<file path="src/hw/rtl/ttlf_pkg.sv">
// Package: shared types, constants and the three-tap kernel for the line filter.
`timescale 1ns / 1ps
package ttlf_pkg;

  localparam int unsigned PIX_W = 8;
  localparam int unsigned LEN_W = 13;
  localparam int unsigned POS_W = 12;

  localparam logic [LEN_W-1:0] LEN_RESET = 13'd640;
  localparam logic [LEN_W-1:0] MAX_LINE  = 13'd4096;
  localparam logic [LEN_W-1:0] LEN_ONE   = 13'd1;

  // Output queue geometry
  localparam int unsigned FIFO_DEPTH = 8;
  localparam int unsigned FIFO_AW    = 3;
  localparam int unsigned FIFO_CW    = 4;
  // A new pixel may enter only if two more beats of room remain after the one in flight
  localparam logic [FIFO_CW-1:0] READY_LEVEL = 4'd4;

  // Q16 weights, already scaled by 2/sqrt(2*pi)
  localparam logic [23:0] W_OUTER  = 24'd784;
  localparam logic [23:0] W_CENTER = 24'd41832;
  localparam logic [23:0] Q16_HALF = 24'd32768;

  typedef struct packed {
    logic [PIX_W-1:0] pix;
    logic             last;
  } res_t;

  typedef struct packed {
    logic [1:0] n;    // results pushed this cycle: 0, 1 or 2
    res_t       r0;   // goes out first
    res_t       r1;
  } push_t;

  function automatic logic [PIX_W-1:0] tap3(input logic [PIX_W-1:0] a,
                                            input logic [PIX_W-1:0] b,
                                            input logic [PIX_W-1:0] c);
    logic [8:0]  sum_ac;
    logic [23:0] s;
    sum_ac = {1'b0, a} + {1'b0, c};
    s = W_OUTER * {15'd0, sum_ac} + W_CENTER * {16'd0, b} + Q16_HALF;
    return s[23:16];
  endfunction

endpackage

</file>
<file path="src/hw/rtl/ttlf_core.sv">
// Line state and kernel: takes one registered pixel per cycle while in_beat is high, emits zero to two results.
`timescale 1ns / 1ps
module ttlf_core import ttlf_pkg::*; (
  input  logic             clk,
  input  logic             rst_n,
  input  logic             in_beat,     // pixel accepted this edge
  input  logic [PIX_W-1:0] in_pix,
  input  logic             cfg_we,
  input  logic [LEN_W-1:0] cfg_wdata,
  output push_t            push
);

  logic             stg_vld_r;
  logic [PIX_W-1:0] stg_pix_r;
  logic [LEN_W-1:0] len_r;
  logic [PIX_W-1:0] prior_r, prior_nxt;
  logic [PIX_W-1:0] center_r, center_nxt;
  logic [POS_W-1:0] pos_r, pos_nxt;

  logic [LEN_W-1:0] eff_len;
  logic [LEN_W-1:0] pos_inc;

  always_comb begin
    if (len_r == '0) begin
      eff_len = LEN_ONE;
    end else if (len_r > MAX_LINE) begin
      eff_len = MAX_LINE;
    end else begin
      eff_len = len_r;
    end
  end

  assign pos_inc = {1'b0, pos_r} + LEN_ONE;

  always_comb begin
    push       = '0;
    prior_nxt  = prior_r;
    center_nxt = center_r;
    pos_nxt    = pos_r;
    if (stg_vld_r) begin
      if (eff_len == LEN_ONE) begin
        // single-pixel lines: both neighbors replicate the pixel itself
        push.n       = 2'd1;
        push.r0.pix  = tap3(stg_pix_r, stg_pix_r, stg_pix_r);
        push.r0.last = 1'b1;
        pos_nxt      = '0;
      end else if (pos_r == '0) begin
        prior_nxt  = stg_pix_r;
        center_nxt = stg_pix_r;
        pos_nxt    = {{(POS_W-1){1'b0}}, 1'b1};
      end else begin
        push.r0.pix  = tap3(prior_r, center_r, stg_pix_r);
        push.r0.last = 1'b0;
        prior_nxt    = center_r;
        center_nxt   = stg_pix_r;
        if (pos_inc >= eff_len) begin
          // line end: flush the last pixel with its right neighbor replicated
          push.n       = 2'd2;
          push.r1.pix  = tap3(center_r, stg_pix_r, stg_pix_r);
          push.r1.last = 1'b1;
          pos_nxt      = '0;
        end else begin
          push.n  = 2'd1;
          pos_nxt = pos_inc[POS_W-1:0];
        end
      end
    end
  end

  always_ff @(posedge clk) begin
    stg_pix_r <= in_pix;
    if (!rst_n) begin
      stg_vld_r <= 1'b0;
      len_r     <= LEN_RESET;
      prior_r   <= '0;
      center_r  <= '0;
      pos_r     <= '0;
    end else begin
      stg_vld_r <= in_beat;
      prior_r   <= prior_nxt;
      center_r  <= center_nxt;
      if (cfg_we) begin
        len_r <= cfg_wdata;
        pos_r <= '0;
      end else begin
        pos_r <= pos_nxt;
      end
    end
  end

endmodule

</file>
<file path="src/hw/rtl/ttlf_fifo.sv">
// Output queue: takes up to two results per cycle, drains one beat per cycle while out_tready is high.
`timescale 1ns / 1ps
module ttlf_fifo import ttlf_pkg::*; (
  input  logic  clk,
  input  logic  rst_n,
  input  push_t push,
  output logic  room,      // space for the in-flight pixel plus one more
  output logic  out_tvalid,
  input  logic  out_tready,
  output res_t  out_res
);

  res_t               mem [FIFO_DEPTH];
  logic [FIFO_AW-1:0] wr_ptr_r, rd_ptr_r;
  logic [FIFO_CW-1:0] count_r, count_nxt;
  logic [FIFO_AW-1:0] wr_ptr_inc;
  logic               pop;

  assign pop        = out_tvalid && out_tready;
  assign wr_ptr_inc = wr_ptr_r + 3'd1;
  assign count_nxt  = count_r + {2'b00, push.n} - {3'b000, pop};
  assign room       = (count_r <= READY_LEVEL);
  assign out_tvalid = (count_r != '0);
  assign out_res    = mem[rd_ptr_r];

  always_ff @(posedge clk) begin
    if (push.n != 2'd0) begin
      mem[wr_ptr_r] <= push.r0;
    end
    if (push.n == 2'd2) begin
      mem[wr_ptr_inc] <= push.r1;
    end
  end

  always_ff @(posedge clk) begin
    if (!rst_n) begin
      wr_ptr_r <= '0;
      rd_ptr_r <= '0;
      count_r  <= '0;
    end else begin
      wr_ptr_r <= wr_ptr_r + FIFO_AW'(push.n);
      if (pop) begin
        rd_ptr_r <= rd_ptr_r + 3'd1;
      end
      count_r <= count_nxt;
    end
  end

endmodule

</file>
<file path="src/hw/rtl/three_tap_line_filter_edge_replicate.sv">
// Top level of the three-tap line filter with edge replication.
// Usage:
//   in_*  : one 8-bit pixel per beat, lines back to back, no framing signal;
//           the line length comes from the cfg register (reset 640; zero acts
//           as one, values above 4096 act as 4096).
//   out_* : one filtered pixel per beat, out_tlast on the final pixel of a line.
//   cfg_* : write line_length while idle; a write also restarts the line.
// Each result needs its right neighbor, so results trail the input by one
// pixel; the last pixel of a line releases two beats, and with a line length
// of one every pixel gives one beat at once.
// Path: the beat that completes a result is held in the input register,
// then written into the output queue, whose count raises out_tvalid.
// Throughput: one pixel per cycle while in_tready is high. A line start releases nothing and a line
// end releases two, so a receiver that takes a beat every cycle keeps pace
// and in_tready stays high.
// Stall: an 8-entry output queue absorbs receiver stalls; in_tready drops
// once five results are waiting, and no beat is ever lost or repeated.
// Reset (rst_n low, synchronous): queue empty, line restarted, length 640.
`timescale 1ns / 1ps
module three_tap_line_filter_edge_replicate import ttlf_pkg::*; (
  input  logic             clk,
  input  logic             rst_n,
  input  logic             in_tvalid,
  output logic             in_tready,
  input  logic [PIX_W-1:0] in_tdata,   // [7:0] pixel
  output logic             out_tvalid,
  input  logic             out_tready,
  output logic [PIX_W-1:0] out_tdata,  // [7:0] out_pixel
  output logic             out_tlast,  // line_last
  input  logic             cfg_we,
  input  logic [LEN_W-1:0] cfg_wdata   // [12:0] line_length
);

  push_t push;
  res_t  out_res;
  logic  room;

  assign in_tready = room;

  ttlf_core u_core (
    .clk       (clk),
    .rst_n     (rst_n),
    .in_beat   (in_tvalid && room),
    .in_pix    (in_tdata),
    .cfg_we    (cfg_we),
    .cfg_wdata (cfg_wdata),
    .push      (push)
  );

  ttlf_fifo u_fifo (
    .clk        (clk),
    .rst_n      (rst_n),
    .push       (push),
    .room       (room),
    .out_tvalid (out_tvalid),
    .out_tready (out_tready),
    .out_res    (out_res)
  );

  assign out_tdata = out_res.pix;
  assign out_tlast = out_res.last;

endmodule
</file>
<file path="config.mk">
export PLATFORM = sky130hd
export DESIGN_NAME = three_tap_line_filter_edge_replicate
export DESIGN_NICKNAME = d
export VERILOG_FILES = /design/src/hw/rtl/ttlf_pkg.sv /design/src/hw/rtl/ttlf_core.sv /design/src/hw/rtl/ttlf_fifo.sv /design/src/hw/rtl/three_tap_line_filter_edge_replicate.sv
export SDC_FILE = /design/constraint.sdc
export NUM_CORES = 1
export LEC_CHECK = 0
export ABC_AREA = 1
export BUFFER_PORTS_ARGS = -buffer_cell sky130_fd_sc_hd__buf_2
export CAP_MARGIN = 25
export CORE_UTILIZATION = 40
export CTS_CLUSTER_SIZE = 24
export DETAILED_ROUTE_END_ITERATION = 12
export GPL_TIMING_DRIVEN = 0
export PLACE_DENSITY_LB_ADDON = 0.1
export SLEW_MARGIN = 5
export SYNTH_ARGS = -nofsm -noshare
export SYNTH_HDL_FRONTEND = slang
export SYNTH_SLANG_ARGS = --single-unit
</file>
<file path="constraint.sdc">
create_clock -name clk -period 13.7 [get_ports clk]
set_input_delay 2.74 -clock clk [delete_from_list [all_inputs] [get_ports clk]]
set_output_delay 2.74 -clock clk [all_outputs]
set_load 0.02 [all_outputs]
</file>
# Word level (Yosys, flattened, before mapping)
# Memories as Yosys holds them, arrays and structs flattened. A register that Yosys moved wholly into a read port is not among the register bits.
# Index checks and enable logic that the tools add are counted.
[op_classes]
n_mux = 18
addsub = 15
bitwise = 2
multipliers = 5
magnitude_cmp = 3
n_reduce_logical = 8
n_eq_ne = 2
[op_table]
columns = ["operator", "count"]
rows = [
  ["adder 19 x 24 -> 24 bit", 3],
  ["adder 24 x 16 -> 24 bit (second input constant)", 3],
  ["multiplier 6 x 9 -> 15 bit (first input constant)", 3],
  ["multiplier 13 x 8 -> 21 bit (first input constant)", 2],
  ["two-way mux 20 bit", 2],
  ["two-way mux 12 bit", 3],
  ["adder 8 x 8 -> 9 bit", 3],
  ["two-way mux 13 bit", 2],
  ["two-way mux 9 bit", 2],
  ["adder 12 x 1 -> 13 bit (second input constant)", 1],
  ["equality test 13 x 1 -> 1 bit (second input constant)", 1],
  ["greater-or-equal comparator 13 bit", 1],
  ["> comparator 13 bit (second input constant)", 1],
  ["logical NOT 13 bit", 1],
  ["logical NOT 12 bit", 1],
  ["two-way mux 11 bit", 1],
  ["two-way mux 8 bit", 1],
  ["adder 3 x 1 -> 3 bit (second input constant)", 2],
  ["two-way mux 3 bit", 2],
  ["adder 4 x 2 -> 4 bit", 1],
  ["less-or-equal comparator 4 x 3 -> 1 bit (second input constant)", 1],
  ["two-way mux 1 bit", 4],
  ["nonzero test 4 bit", 1],
  ["subtractor 4 x 1 -> 4 bit", 1],
  ["8 further kinds", 10],
]
[totals]
n_memories = 1
mem_bits_rw = 72
in_bits = 26
register_bits = 60
word_cells = 63
[mem_list]
columns = ["memory", "depth", "width", "rd", "rd_ports_with_merged_regs", "wr", "line", "rtl"]
rows = [
  ["u_fifo.mem", 8, 9, 1, 1, 2, "ttlf_fifo.sv:13", "res_t mem [FIFO_DEPTH];"],
]

# Longest topological paths before layout
# Gate-level depths: netlist (run 1).
[depth]
ltp_word = 11
ltp_mapped = 35
depth_no_buf = 35

# Cells and area by module
# Synthesis (run 1) repeated with hierarchy kept, for this count alone.
[hier_totals]
hier_cells = 2156
hier_area_um2 = 16022.9
[by_module_without_submodules]
columns = ["mod", "cells_each", "seq_area_each_um2", "n_inst", "area_each_um2"]
rows = [
  ["ttlf_core", 1500, 1001.0, 1, 11051.8],
  ["ttlf_fifo", 654, 2422.3, 1, 4963.5],
  ["three_tap_line_filter_edge_replicate", 2, 0.0, 1, 7.5],
]

# Least setup slack after synthesis (run 1)
# Ideal clock, no wire load.
[synth_timing]
kind = "reg2reg"
from = "register u_core.stg_pix_r[0]"
to = "memory u_fifo.mem[4][7] in the netlist's numbering (data pin)"
path_stages_with_launch = 35
n_path_buf = 0
setup_ps = 254
setup_slack_ps = 7871
arrival_ps = 5574
cell_sequence = "dfxtp_1 > ha_1 > fa_1 > nand3_1 > nand2_1 > a21oi_1 > nor2_1 > nor2_1 > xor2_1 > fa_1 > inv_1 > ha_1 > ha_1 > fa_1 > nand3_1 > nand2_1 > a21oi_1 > o21ai_0 > a21o_1 > a21oi_1 > xnor2_1 > ha_1 > ha_1 > nand2_1 > inv_1 > a21boi_0 > nand2_1 > a21oi_1 > nor2_1 > nand2_1 > nand2_1 > nand3_1 > nand2_1 > nand3_1 > nand2_1"
[synth_rtl]
columns = ["item", "line", "rtl"]
rows = [
  ["start: declaration", "ttlf_core.sv:14", "logic [PIX_W-1:0] stg_pix_r;"],
  ["start signal: assignment", "ttlf_core.sv:71", "stg_pix_r <= in_pix;"],
  ["end: declaration", "ttlf_fifo.sv:13", ""],
]

==> qor.yml, run 1 <==
antenna_found_initial: 0
first_global_vias: 13400
tightest_slew_ns: 0.987
root_buffer: "clkbuf_16"
end_kind: "register"
finalCritPeriodShare_pct: 54.4
boundaryPins: 37
whs_ns: 0.465
synthTopCellsByArea: "ha_1 25%, edfxtp_1 14%, nand2_1 10%"
cts_tree: "yes"
area_growth_pct: 9.55
synth-main-ff-cell: "edfxtp_1"
worst_ep_required_time_ns: 14.00
overflow: 0
slew-limit-headroom_pct: 33.8
synth_commonest_cells: "440 x nand2_1, 320 x ha_1, 251 x inv_1, 188 x nor2_1, 127 x a21oi_1"
ctsResizeCount: 0
track_usage_pct: 21.8
path_clk_slew_ns: 0.07
die_h_um: 200
layout.cells.non_filler: 2617
cts_setup_buffers: 0
clockBufferDepth: 2
die_w_um: 200
finalClockSkew_ns: 0.0193
yosys_warnings: 0
routed_wl_um: 42300
synth_edf_count: 72
hold_class: "register to register"
cts_hold_buf: 0
min_period_ns: 7.45
drive_above_1_share_pct: 6.81
synthCells: 2025
port_buffers: 35
yosysTopAreaCell: "ha_1"
dpl.hpwl_um: 34500
synth_top_area_share_pct: 25.4
criticalPathCategory: "register to register"
cpLargestDelayFamily: "compound AO/OA/AOI/OAI gates"
n_antenna_cell: 0
final_max_slew_viol_count: 0
grt_setup_unrepaired: "false"
slowest_delay_ns: 0.95
drtAntennaViolNets: 0
finalNetCount: 2485
yosysSeqAreaShare_pct: 21.7
setup_viol: 0
max_freq_mhz: 134
stdcell_area_um2: 17300
insertion_delay_ns: 0.46
startpoint_type: "register"
grt_max_degree: 17
path_buf_inv: 2
vias_per_cell: 5.08
place_congestion: 0.866
clock-sinks: 135
cp_max_fo: 15
synth.avg_cell_area_um2: 7.78
htreeDepth: 4
max_cap_viol_count: 0
core_area_um2: 38700
ys_seq_elements: 135
grt_pass1_wl_um: 68900
critPathSlowestCell: "dfxtp_1"
setup_tns_ns: 0
dpl-instance-area_um2: 16600
syn_nets: 2424
start_util_pct: 40.7
ys_types: 55
dp_cells: 2584
cts_buffers: 17
rows: 72
dr.pass1.iters: 5
vias: 13300
finalHoldViolCount: 0
async_flop_share_pct: 0
synth.most_common_cell: "nand2_1"
post_drt_wl_per_cell_um: 16.1
drt_iter0_markers: 722
outcome: "finished clean"
drc: 0
critical_path_arrival_ns: 7.75
path_common_cell: "a21oi_1"
die-area_um2: 40200
syn_area_um2: 15700
## kinds of logic (layout without fill, tap and decap cells)
| logic type | count (synthesis) | count (layout) | share of synthesized area [%] |
|---|---|---|---|
| flops | 135 | 135 | 21.7 |
| mux | 5 | 5 | 0.357 |
| simple gates | 808 | 808 | 22.3 |
| fa+ha+maj | 373 | 373 | 32.2 |
| compound gates | 323 | 323 | 11.1 |
| buf+inv | 304 | 378 | 7.98 |
| xor+xnor | 77 | 77 | 4.38 |
## path summary, 6_finish.rpt
kind	start	endpoint	slack (ns)	cells after the start
hold reg to reg	u_fifo.rd_ptr_r[2]	register	0.47	2
setup / recovery	u_core.stg_pix_r[1]	u_fifo.mem[4][5]	6.25	30
hold / removal	u_fifo.rd_ptr_r[2]	register	0.47	2
setup reg to reg	u_core.stg_pix_r[1]	u_fifo.mem[4][5]	6.25	30
## registers in the layout, indices dropped and copies added (netlist names), 3 cells and up, named ones only
signal            flops
u_core.stg_pix_r      8
u_fifo.mem           72
u_core.len_r         13
u_fifo.count_r        4
u_core.center_r       8
u_fifo.rd_ptr_r       3
u_core.prior_r        8
u_core.pos_r         12
u_fifo.wr_ptr_r       3
## area by class of cell
type / instances / area [um^2]
Buffer: 40 / 251
Clock buffer: 17 / 425
Clock inverter: 15 / 205
Fill cell: 3975 / 21500
Inverter: 264 / 1010
Multi-Input combinational cell: 1586 / 11100
Sequential cell: 135 / 3420
Tap cell: 518 / 648
Timing Repair Buffer: 42 / 225
## metal layers
metal / part of all wire [%] / GRT usage (%) / vias to the layer above
li1: - / - / 6905
met4: 2.0 / 6.16 / 0
met5: 0 / 0 / -
met1: 47 / 28.4 / 6145
met3: 3.5 / 3.00 / 43
met2: 47 / 37.6 / 214
## per-stage QoR
step | utilization [%] | setup slack, ns
2_1_floorplan | - | 7.87
3_3_place_gp | 42.8 | 6.36
3_5_place_dp | 42.9 | 6.29
4_1_cts | 44.5 | 6.24
5_1_grt | 44.5 | 5.71
6_report | 44.5 | 6.25
## layout by cell type, fill, tap and decap left out, drive strengths merged, types with 3 or more instances in the layout
master	n
xor2	45
bufinv	3
clkinv	6
o21ai	136
buf	62
a21oi	128
nor2	190
mux2	5
inv	268
ha	320
nand4	26
nand2	448
nand3	111
nor4	3
and3	4
o21bai	14
or2	6
a21o	10
edfxtp	72
nor3	8
fa	53
o22ai	9
nand3b	10
clkbuf	37
dfxtp	63
xnor2	32
a31oi	18
## worst register-to-register path, delay by kind of cell (launching register included)
family                     cells  cell delay (ns)
adders and majority gates      6             2.23
buffers and inverters          2             0.11
xor gates and xnor gates       3             0.74
DFF                            1             0.95
and+or+nand+nor                7             0.83
AOI/OAI and AO/OA             12             2.47
Power of run 1 is left out: the tool's default activity adds up to more than one toggle a clock period on the data nets, which glitch-free logic cannot reach.
==> run 2: changes to the inputs <==
Settings changed: ABC_AREA 1 to 0.
Clock period 13.7 ns to 6.15 ns, I/O delays scaled along.
==> qor.yml, run 2 <==
place_congestion: 0.805  # -7.0%
area_growth_pct: 21.0
grt_max_degree: 17  # unchanged
path_clk_slew_ns: 0.07  # about the same
finalNetCount: 2001  # -19%
insertion_delay_ns: 0.43  # -0.03 ns
grt_setup_unrepaired: "true"
final_max_slew_viol_count: 0  # unchanged
routed_wl_um: 35800  # -15%
syn_nets: 1872  # -23%
yosysTopAreaCell: "ha_1"
drc: 4  # +4
track_usage_pct: 20.2  # -1.7 points
vias_per_cell: 5.38  # +5.8%
dpl.hpwl_um: 27400  # -21%
max_cap_viol_count: 0  # unchanged
core_area_um2: 35700  # -8.0%
finalClockSkew_ns: 0.0127  # -0.00666 ns
post_drt_wl_per_cell_um: 17.3  # +6.9%
dr.pass1.iters: 9  # +4
slew-limit-headroom_pct: 29.4  # -4.3 points
yosys_warnings: 0  # unchanged
synthTopCellsByArea: "ha_1 28%, edfxtp_1 15%, dfxtp_1 8.7%"
cts_tree: "yes"
die_w_um: 193  # -3.9%
finalHoldViolCount: 0  # unchanged
start_util_pct: 40.8  # +0.13 points
ys_types: 82  # +49%
synthCells: 1473  # -27%
first_global_vias: 11100  # -17%
ys_seq_elements: 135  # unchanged
final_common_cell: "ha_1"
min_period_ns: 6.50  # -0.955 ns
synth_edf_count: 72  # unchanged
root_buffer: "clkbuf_16"
syn_area_um2: 14500  # -7.7%
drt_iter0_markers: 406  # -44%
critPathSlowestCell: "fa_1"
cp_max_fo: 8  # -7
max_freq_mhz: 154  # +15%
synth_top_area_share_pct: 27.5  # +2.1 points
mostFrequentLayoutCells: "295 x ha_1, 139 x inv_1, 107 x nand2_1"
clockBufferDepth: 2  # unchanged
reg_top3: "u_fifo.mem x72, u_core.len_r x13, u_core.pos_r x12"
largest_register_ffs: 72  # unchanged
synth.most_common_cell: "ha_1"
grt_pass1_wl_um: 57800  # -16%
critical_path_arrival_ns: 6.67  # -1.08 ns
outcome: "finished with violations"
drive_above_1_share_pct: 22.5  # +16 points
synth.avg_cell_area_um2: 9.87  # +27%
criticalPathCategory: "register to register"
violations: "design-rule violations, negative setup slack"
final_core_util_pct: 49.4  # +4.8 points
finalCritPeriodShare_pct: 106  # +51 points
yosysSeqAreaShare_pct: 23.5  # +1.8 points
end_kind: "register"
setup_viol: 45  # +45
tightest_slew_ns: 1.05  # +0.0636 ns
cts_buffers: 17  # unchanged
n_antenna_cell: 0  # unchanged
htreeDepth: 4  # unchanged
startpoint_type: "register"
drtAntennaViolNets: 0  # unchanged
slowest_delay_ns: 0.50  # -0.45 ns
boundaryPins: 37  # unchanged
vias: 11200  # -16%
fillers: 3374  # -15%
antenna_found_initial: 0  # unchanged
hold_class: "register to register"
die_h_um: 193  # -3.9%
clock-sinks: 135  # unchanged
port_buffers: 35  # unchanged
synth-main-ff-cell: "edfxtp_1"
overflow: 0  # unchanged
timing.final.ws_setup_ns: -0.349  # -6.60 ns
die-area_um2: 37100  # -7.6%
place_ws_ns: -1.20  # -7.49 ns
rows: 69  # -4.2%
worst_ep_required_time_ns: 6.32  # -7.68 ns
async_flop_share_pct: 0  # unchanged
regMostFlops: "u_fifo.mem"
synth_commonest_cells: "320 x ha_1, 144 x inv_1, 109 x nand2_1, 77 x a21oi_1, 72 x edfxtp_1"
## run 2: changes by cell type after synthesis, sizes merged, moves of 20 or more
cell	previous run	this run
nor2	190	66
a21oi	128	80
a21o	10	30
xnor2	32	60
mux2i	0	45
inv	260	145
a211oi	0	24
nand3	111	35
o21ai	136	74
nand2	448	110
## run 2: area by class of cell
class	count	area, um^2	share of cell area (%)
Inverter	145	544	3.09
Clock buffer	17	425	2.42
Sequential cell	135	3480	19.8
Timing Repair Buffer	110	831	4.72
Tap cell	461	577	3.28
Multi-Input combinational cell	1159	11400	65.0
Buffer	34	159	0.903
Clock inverter	15	139	0.789
## run 2: what timing repair did
action | CTS | global route
gates cloned | 0 | 0
gates resized for setup | 111 | 93
pin swaps | 61 | 84
endpoints found under the setup margin | 64 | 64
hold buffers | 0 | 0
buffers inserted | 45 | 25
## run 2: path summary, 6_finish.rpt
path / end / cells after the start / slack [ns] / start
setup reg to reg: u_fifo.mem[5][7] / 33 / -0.35 / u_core.stg_pix_r[1]
hold reg to reg: u_core.prior_r[6] / 2 / 0.50 / u_core.prior_r[6]
setup / recovery: u_fifo.mem[5][7] / 33 / -0.35 / u_core.stg_pix_r[1]
hold / removal: u_core.prior_r[6] / 2 / 0.50 / u_core.prior_r[6]
## run 2: worst max-delay path, delay by kind of cell, from the launching register on
kind,cells,cell delay (ns)
XOR/XNOR,2,0.30
multiplexers,1,0.08
flip-flops,1,0.39
AO/OA/AOI/OAI,16,2.65
buffers and inverters,4,0.45
AND/OR/NAND/NOR,4,0.63
adder cells (fa/ha/maj),6,1.73
## run 2: per-stage QoR
step | std cells | hold slack (ns) | cell area (um^2) | TNS (ns)
2_1_floorplan | 1473 | 0.454 | 14700 | -0.243
3_3_place_gp | 1969 | 0.479 | 15400 | -59.65
3_5_place_dp | 1974 | 0.498 | 15500 | -62.29
4_1_cts | 2051 | 0.506 | 17000 | -16.05
5_1_grt | 2076 | 0.529 | 17600 | -27.36
6_report | 2076 | 0.505 | 17600 | -9.89
## run 2: kinds of logic after synthesis
| group | Yosys count | synth area share [%] |
|---|---|---|
| adders and majority gates | 373 | 34.8 |
| and+or+nand+nor | 318 | 10.9 |
| AOI/OAI and AO/OA | 300 | 13.5 |
| buffers and inverters | 179 | 4.83 |
| DFF | 135 | 23.5 |
| xor gates and xnor gates | 96 | 5.83 |
| muxes | 72 | 6.58 |
## run 2: layer usage
| metal | global-route usage, % | wire length (um) | vias up |
|---|---|---|---|
| li1 | - | - | 5588 |
| met1 | 26.6 | 17100 | 5414 |
| met2 | 34.2 | 17100 | 136 |
| met3 | 2.64 | 992 | 35 |
| met4 | 5.57 | 631 | 0 |
| met5 | 0 | 0 | - |
Power of run 2 is left out for the same reason.
==> run 3: changes to the inputs <==
Settings changed: REMOVE_ABC_BUFFERS set to 1.
==> qor.yml, run 3 (synthesis gave the netlist of run 2 again) <==
track_usage_pct: 20.1  # -0.097 points
clock-sinks: 135  # unchanged
die_w_um: 193  # unchanged
vias: 10900  # -2.3%
core_area_um2: 35700  # unchanged
cpLargestDelayFamily: "compound AO/OA/AOI/OAI gates"
routed_wl_um: 36000  # +0.44%
place_congestion: 0.797  # -0.99%
min_period_ns: 6.48  # -0.0196 ns
start_util_pct: 40.8  # unchanged
n_antenna_cell: 0  # unchanged
first_global_vias: 11000  # -1.1%
setup_tns_ns: -8.87  # +1.02 ns
grt_pass1_wl_um: 57600  # -0.39%
drive_above_1_share_pct: 23.1  # +0.65 points
stdcell_area_um2: 17500  # -0.31%
slowest_delay_ns: 0.50  # about the same
largest_register_ffs: 72  # unchanged
boundaryPins: 37  # unchanged
clockBufferDepth: 2  # unchanged
finalNetCount: 1973  # -1.4%
max_freq_mhz: 154  # +0.30%
slew-limit-headroom_pct: 30.7  # +1.2 points
drtAntennaViolNets: 0  # unchanged
violations: "design-rule violations, negative setup slack"
startpoint_type: "register"
criticalPathCategory: "register to register"
root_buffer: "clkbuf_16"
cp_max_fo: 8  # unchanged
final_common_cell: "ha_1"
port_buffers: 36  # +2.9%
drt_iter0_markers: 500  # +23%
hold_class: "register to register"
insertion_delay_ns: 0.45  # +0.02 ns
finalHoldViolCount: 0  # unchanged
drc: 8  # +4
critPathSlowestCell: "fa_1"
max_cap_viol_count: 0  # unchanged
mostFrequentLayoutCells: "291 x ha_1, 138 x inv_1, 107 x nand2_1"
grt_setup_unrepaired: "true"
worst_ep_required_time_ns: 6.31  # about the same
reg_top3: "u_fifo.mem x72, u_core.len_r x13, u_core.pos_r x12"
cts_buffers: 17  # unchanged
path_buf_inv: 5  # +1
timing.final.ws_setup_ns: -0.329  # +0.0196 ns
area_growth_pct: 20.7
htreeDepth: 4  # unchanged
rows: 69  # unchanged
overflow: 0  # unchanged
dpl-instance-area_um2: 15200  # -1.7%
finalClockSkew_ns: 0.0305  # +0.0179 ns
dpl.hpwl_um: 26900  # -1.8%
final_core_util_pct: 49.2  # -0.15 points
setup_viol: 39  # -13%
post_drt_wl_per_cell_um: 17.6  # +1.8%
die-area_um2: 37100  # unchanged
outcome: "finished with violations"
vias_per_cell: 5.33  # -0.96%
end_kind: "register"
antenna_found_initial: 0  # unchanged
path_clk_slew_ns: 0.06  # about the same
die_h_um: 193  # unchanged
tightest_slew_ns: 1.04  # -0.0104 ns
regMostFlops: "u_fifo.mem"
fillers: 3385  # +0.33%
grt_max_degree: 44  # +27
final_max_slew_viol_count: 0  # unchanged
dr.pass1.iters: 8  # -1
cts_tree: "yes"
finalCritPeriodShare_pct: 105  # -0.32 points
critical_path_arrival_ns: 6.64  # -0.03 ns
run 3: cell types whose count changed in the layout (fill, tap and decap cells not counted), sizes merged:
| cell | before | now |
|---|---|---|
| clkinvlp | 2 | 4 |
| clkinv | 5 | 6 |
| inv | 152 | 149 |
| buf | 123 | 116 |
| clkbuf | 38 | 17 |
run 3: per-stage QoR:
step	setup WS, ns	cells	hold WS [ns]
2_1_floorplan	-0.681	1439	0.454
3_3_place_gp	-2.11	1936	0.473
3_5_place_dp	-2.17	1944	0.477
4_1_cts	-0.401	2025	0.492
5_1_grt	-0.624	2048	0.519
6_report	-0.329	2048	0.495
run 3: worst paths after layout:
kind                             from            endpoint  slack (ns)  depth (start not counted)
setup / recovery  u_core.stg_pix_r[0]    u_fifo.mem[4][7]       -0.33                         34
hold / removal     u_fifo.rd_ptr_r[1]  u_fifo.rd_ptr_r[1]        0.49                          2
setup reg to reg  u_core.stg_pix_r[0]    u_fifo.mem[4][7]       -0.33                         34
hold reg to reg    u_fifo.rd_ptr_r[1]  u_fifo.rd_ptr_r[1]        0.49                          2
run 3: per-layer routing:
layer  track usage [%]  wire length (um)  up-vias  part of all wire [%]
li1                  -                 -     5522                     -
met1              27.0             17500     5260                    49
met2              33.8             17100      112                    48
met3              2.60               865       23                   2.4
met4              4.94               508        0                   1.4
met5                 0                 0        -                     0
run 3: final cells by class:
cell class	instances	area, um^2	share of cell area, %
Clock buffer	17	425	2.42
Clock inverter	15	128	0.727
Inverter	145	544	3.10
Multi-Input combinational cell	1159	11500	65.6
Sequential cell	135	3490	19.9
Tap cell	461	577	3.29
Timing Repair Buffer	116	877	5.00
run 3: what timing repair did:
action | 4_1_cts | 5_1_grt
pin swaps | 56 | 76
hold buffers | 0 | 0
setup endpoints to repair | 64 | 64
gates resized for setup | 129 | 105
buffers inserted | 49 | 23
run 3: tightest hold or removal path: cells and delay by family (launching register included):
family / cells / cell delay, ns
AOI/OAI and AO/OA: 1 / 0.07
and+or+nand+nor: 1 / 0.05
DFF: 1 / 0.31
Power of run 3 is left out for the same reason.
